[src/mav_pkg.sv]
package mav_pkg;

    localparam int WINDOW_MAX = 256;
    localparam int SAMPLE_W   = 32;
    localparam int WC_W       = 9;
    localparam int PTR_W      = $clog2(WINDOW_MAX);
    localparam int CNT_W      = $clog2(WINDOW_MAX + 1);
    localparam int SUM_W      = SAMPLE_W + $clog2(WINDOW_MAX);
    localparam int DIV_CNT_W  = $clog2(SUM_W + 1);

    typedef enum logic [2:0] {
        ST_IDLE,
        ST_UPDATE,
        ST_LAUNCH,
        ST_DIVIDE,
        ST_HOLD
    } t_state;

    typedef struct packed {
        logic                present;
        logic [SAMPLE_W-1:0] value;
    } t_entry;

    typedef struct packed {
        logic                    start;
        logic signed [SUM_W-1:0] dividend;
        logic [CNT_W-1:0]        divisor;
    } t_div_req;

    typedef struct packed {
        logic                       done;
        logic signed [SAMPLE_W-1:0] quotient;
    } t_div_rsp;

endpackage

[src/mav_div.sv]
module mav_div (
    input  logic              i_clk,
    input  logic              i_rst_n,
    input  mav_pkg::t_div_req i_req,
    output mav_pkg::t_div_rsp o_rsp
);

    logic [mav_pkg::DIV_CNT_W-1:0] r_cnt;
    logic                          r_done;
    logic                          r_neg;
    logic [mav_pkg::SUM_W-1:0]     r_quo;
    logic [mav_pkg::CNT_W-1:0]     r_rem;
    logic [mav_pkg::CNT_W-1:0]     r_divisor;

    logic [mav_pkg::CNT_W:0]       rem_sh;
    logic                          q_bit;
    logic [mav_pkg::CNT_W-1:0]     n_rem;
    logic [mav_pkg::SAMPLE_W-1:0]  q_low;

    always_comb begin
        rem_sh = {r_rem, r_quo[mav_pkg::SUM_W-1]};
        q_bit  = (rem_sh >= {1'b0, r_divisor});
        if (q_bit) begin
            n_rem = mav_pkg::CNT_W'(rem_sh - {1'b0, r_divisor});
        end else begin
            n_rem = rem_sh[mav_pkg::CNT_W-1:0];
        end
    end

    always_ff @(posedge i_clk) begin
        if (!i_rst_n) begin
            r_cnt  <= '0;
            r_done <= 1'b0;
        end else begin
            r_done <= (r_cnt == mav_pkg::DIV_CNT_W'(1));
            if (i_req.start) begin
                r_cnt <= mav_pkg::DIV_CNT_W'(mav_pkg::SUM_W);
            end else if (r_cnt != '0) begin
                r_cnt <= r_cnt - 1'b1;
            end
        end
    end

    always_ff @(posedge i_clk) begin
        if (i_req.start) begin
            r_neg     <= i_req.dividend[mav_pkg::SUM_W-1];
            r_quo     <= i_req.dividend[mav_pkg::SUM_W-1] ? -i_req.dividend : i_req.dividend;
            r_rem     <= '0;
            r_divisor <= i_req.divisor;
        end else if (r_cnt != '0) begin
            r_quo <= {r_quo[mav_pkg::SUM_W-2:0], q_bit};
            r_rem <= n_rem;
        end
    end

    assign q_low          = r_quo[mav_pkg::SAMPLE_W-1:0];
    assign o_rsp.done     = r_done;
    assign o_rsp.quotient = r_neg ? -q_low : q_low;

endmodule

[config.mk]
export PLATFORM = sky130hd
export DESIGN_NAME = mav_div
export DESIGN_NICKNAME = d
export VERILOG_FILES = /design/src/mav_pkg.sv /design/src/mav_div.sv
export SDC_FILE = /design/constraint.sdc
export NUM_CORES = 1
export LEC_CHECK = 0
export ABC_CLOCK_PERIOD_IN_PS = 3690
export BUFFER_PORTS_ARGS = -buffer_cell sky130_fd_sc_hd__buf_4
export CORE_MARGIN = 8
export CORE_UTILIZATION = 57
export CTS_CLUSTER_SIZE = 12
export DETAILED_ROUTE_END_ITERATION = 6
export GPL_ROUTABILITY_DRIVEN = 0
export PLACE_DENSITY_LB_ADDON = 0.1
export SLEW_MARGIN = 15
export SYNTH_ARGS = -nofsm -noshare
export SYNTH_HDL_FRONTEND = slang
export SYNTH_SLANG_ARGS = --single-unit
[constraint.sdc]
create_clock -name i_clk -period 3.69 [get_ports i_clk]
set_input_delay 0.738 -clock i_clk [delete_from_list [all_inputs] [get_ports i_clk]]
set_output_delay 0.738 -clock i_clk [all_outputs]
set_load 0.05 [all_outputs]
==> flow_summary.ini <==
[route]
via_per_inst = 5.76
dr.pass1.iters = 5
drt-total-wl_microns = 11200
ant_nets = 0
dr_total_vias = 3912
drt-wirelength-per-cell_microns = 16.4
drtIter0Drc = 194
drc = 0

[floorplanning]
die_h_microns = 105
io_pins = 85
dieArea_sq_um = 11100
core_sq_um = 7730
fp-row-count = 32
initial_utilization_pct = 59.0
dieWidth_microns = 105

[cts]
ctsResizeCount = 0
worstSkewPairLatency_ns = 0.34
htree_levels = 3
clock-sinks = 66
cts_tree = built
ctsHoldBuffers = 0
post_cts_buffers = 0
numCtsBuffers = 9
clk_pin_slew_ns = 0.08
clockBufferDepth = 2
cts-root-buf = clkbuf_8

[global_route]
grt_pass1_vias = 3963
grt_max_degree = 56
grt_pass1_wl_microns = 18700
grt-ovfl-total = 0
grt_use_total_pct = 20.2
antenna_found_initial = 0

[logic_synthesis]
syn_area_sq_um = 4560
ys_seq_area_share_pct = 40.0
synth.mux.area_fraction_pct = 3.19
syn_inst = 494
yosysWarningCount = 0
synth_top_cell_by_area = edfxtp_1
synth_top_family_by_area = compound AO/OA/AOI/OAI gates
syn_avg_cell_area_sq_um = 9.22
synth-simple-area-share_pct = 17.5
synthDistinctLibCells = 50
synth_xor_xnor_area_share_pct = 13.6
synth_ff_type = edfxtp_1
synth_top_area_share_pct = 32.9
synth_compound_area_share_pct = 17.7
ys_ff_latch = 66
synth_edf_count = 50
yosys-top-cells-area = edfxtp_1, xnor2_1, dfxtp_1, xor2_1, a21oi_1
synth_fp_nets = 561
synth-async-reset-ratio_pct = 0
synthAdderAreaFrac_pct = 4.28

[sta]
fin_ws_ns = 0.143
min_period_over_period_pct = 96.1
final.setup_skew_ns = 0.00891
min_period_ns = 3.55
setup_viol = 0
maxSlewViolCount = 0
worst_pin_slew_ns = 1.03
slew_headroom_pct = 31.6
finalHoldViolations = 0
fmax_mhz = 282

[worst_setup_path]
critPathKind = register to output pin
end_kind = output pin
required_ns = 2.95
rrSetupSlack_ns = 0.98
crit_arrival_ns = 2.81
startpoint_type = register
cp_max_fo = 5

[cells_and_area]
syn2layout_area_growth_pct = 20.7
n_fill_cell = 625
nNetsFinal = 639
num_antenna_cells = 0
drive_above_1_share_pct = 22.4
fin_util_pct = 71.2

[power]
clkPwrFrac_pct = 24.5
pwr-share-seq_pct = 37.5
cellPowerDensity_nw_per_um2 = 517
pwr-share-comb_pct = 38.0
p_sw_mw = 1.09
ir_worst_vdd_v = 0.000269
leakagePower_nw = 2.16
power.internal_mw = 1.75
p_sw_share_pct = 38.3

[placed_design]
io_buffers = 84
dp_hpwl_microns = 8270
pre_cts_ws_ns = 0.474

[hold_path]
hold_class = register to register

[run_status]
status = completed

[flow_run]
drv_cap = 0
-- synth_stat cells (4+ instances only) --
library cell  instances
a21oi_1              38
nand3_1               6
o41ai_1               5
or2_2                 4
edfxtp_1             50
xor2_1               26
nand2b_1              6
xnor2_1              45
nand2_1              42
inv_1                23
o21ai_0              35
nor2_1               49
nor4_1                5
o31ai_1              19
ha_1                 14
or4_1                 6
nor3_1               10
or3_1                17
clkbuf_1             15
o22ai_1               4
a21o_1                4
mux2_2                8
mux2i_1               4
dfxtp_1              16
-- cells by family (layout without fill, tap and decap cells) --
logic type | count (synthesis) | after routing
compound gates | 126 | 126
xor+xnor | 71 | 71
fa+ha+maj | 15 | 15
buf+inv | 43 | 126
flops | 66 | 66
mux | 13 | 13
simple gates | 160 | 160
-- worst paths after layout --
| check | from | end | cells after the start |
|---|---|---|---|
| setup / recovery | r_quo[5]$_DFFE_PP_ | o_rsp[29] | 7 |
| hold / removal | r_rem[8]$_SDFFE_PP0N_ | r_rem[8]$_SDFFE_PP0N_ | 2 |
| setup reg to reg | r_quo[39]$_DFFE_PP_ | r_rem[3]$_SDFFE_PP0N_ | 10 |
| hold reg to reg | r_rem[8]$_SDFFE_PP0N_ | r_rem[8]$_SDFFE_PP0N_ | 2 |
-- metrics by stage --
stage	instance area [sq um]	hold slack [ns]	std cells	setup TNS (ns)	power [mW]
6_report	5500	0.489	679	0	2.84
3_5_place_dp	5260	0.483	663	0	2.16
2_1_floorplan	4560	0.450	494	0	1.82
4_1_cts	5490	0.493	679	0	2.85
3_3_place_gp	5260	0.470	663	0	2.13
5_1_grt	5500	0.517	679	-0.0107	2.98
-- worst max-delay path: stages (launching register included) --
cell      delay, ns
edfxtp_1       0.45
or3_1          0.43
or3_1          0.36
nor4_2         0.33
nand2_2        0.17
o31ai_1        0.32
xnor2_1        0.17
buf_4          0.23
-- final cells by class --
| class | instances | area (sq um) | area share, % |
|---|---|---|---|
| Clock buffer | 13 | 191 | 3.48 |
| Clock inverter | 3 | 41.3 | 0.751 |
| Inverter | 23 | 86.3 | 1.57 |
| Multi-Input combinational cell | 385 | 2580 | 46.9 |
| Tap cell | 102 | 128 | 2.32 |
| Timing Repair Buffer | 87 | 653 | 11.9 |
| Sequential cell | 66 | 1820 | 33.1 |
-- cells in the final DEF (no fill, tap or decap), drive strengths merged, types with 17 or more instances in the layout --
cell / n
nor2: 49
o21ai: 36
o31ai: 20
or3: 17
edfxtp: 50
xor2: 26
xnor2: 45
a21oi: 38
inv: 24
buf: 87
nand2: 42
-- power by group through the flow --
stage          Combinational (mW)  Sequential [mW]  Clock (mW)
2_1_floorplan               0.781             1.04           0
3_3_place_gp                 1.06             1.07           0
3_5_place_dp                 1.08             1.08           0
4_1_cts                      1.09             1.06       0.704
5_1_grt                      1.16             1.08       0.737
6_report                     1.08             1.06       0.696
-- state kept, by name (all words and copies together), names as in the netlist --
signal / cells
r_done: 1
r_rem: 9
r_neg: 1
r_quo: 40
r_cnt: 6
r_divisor: 9
-- per-layer routing --
metal,global-route usage [%],up-vias,share of wire (%)
li1,-,1942,-
met1,23.9,1845,43
met2,35.4,113,50
met3,5.30,12,6.0
met4,5.40,0,1.2
met5,0,-,0
No activity file was read; power rests on OpenSTA's default activity.
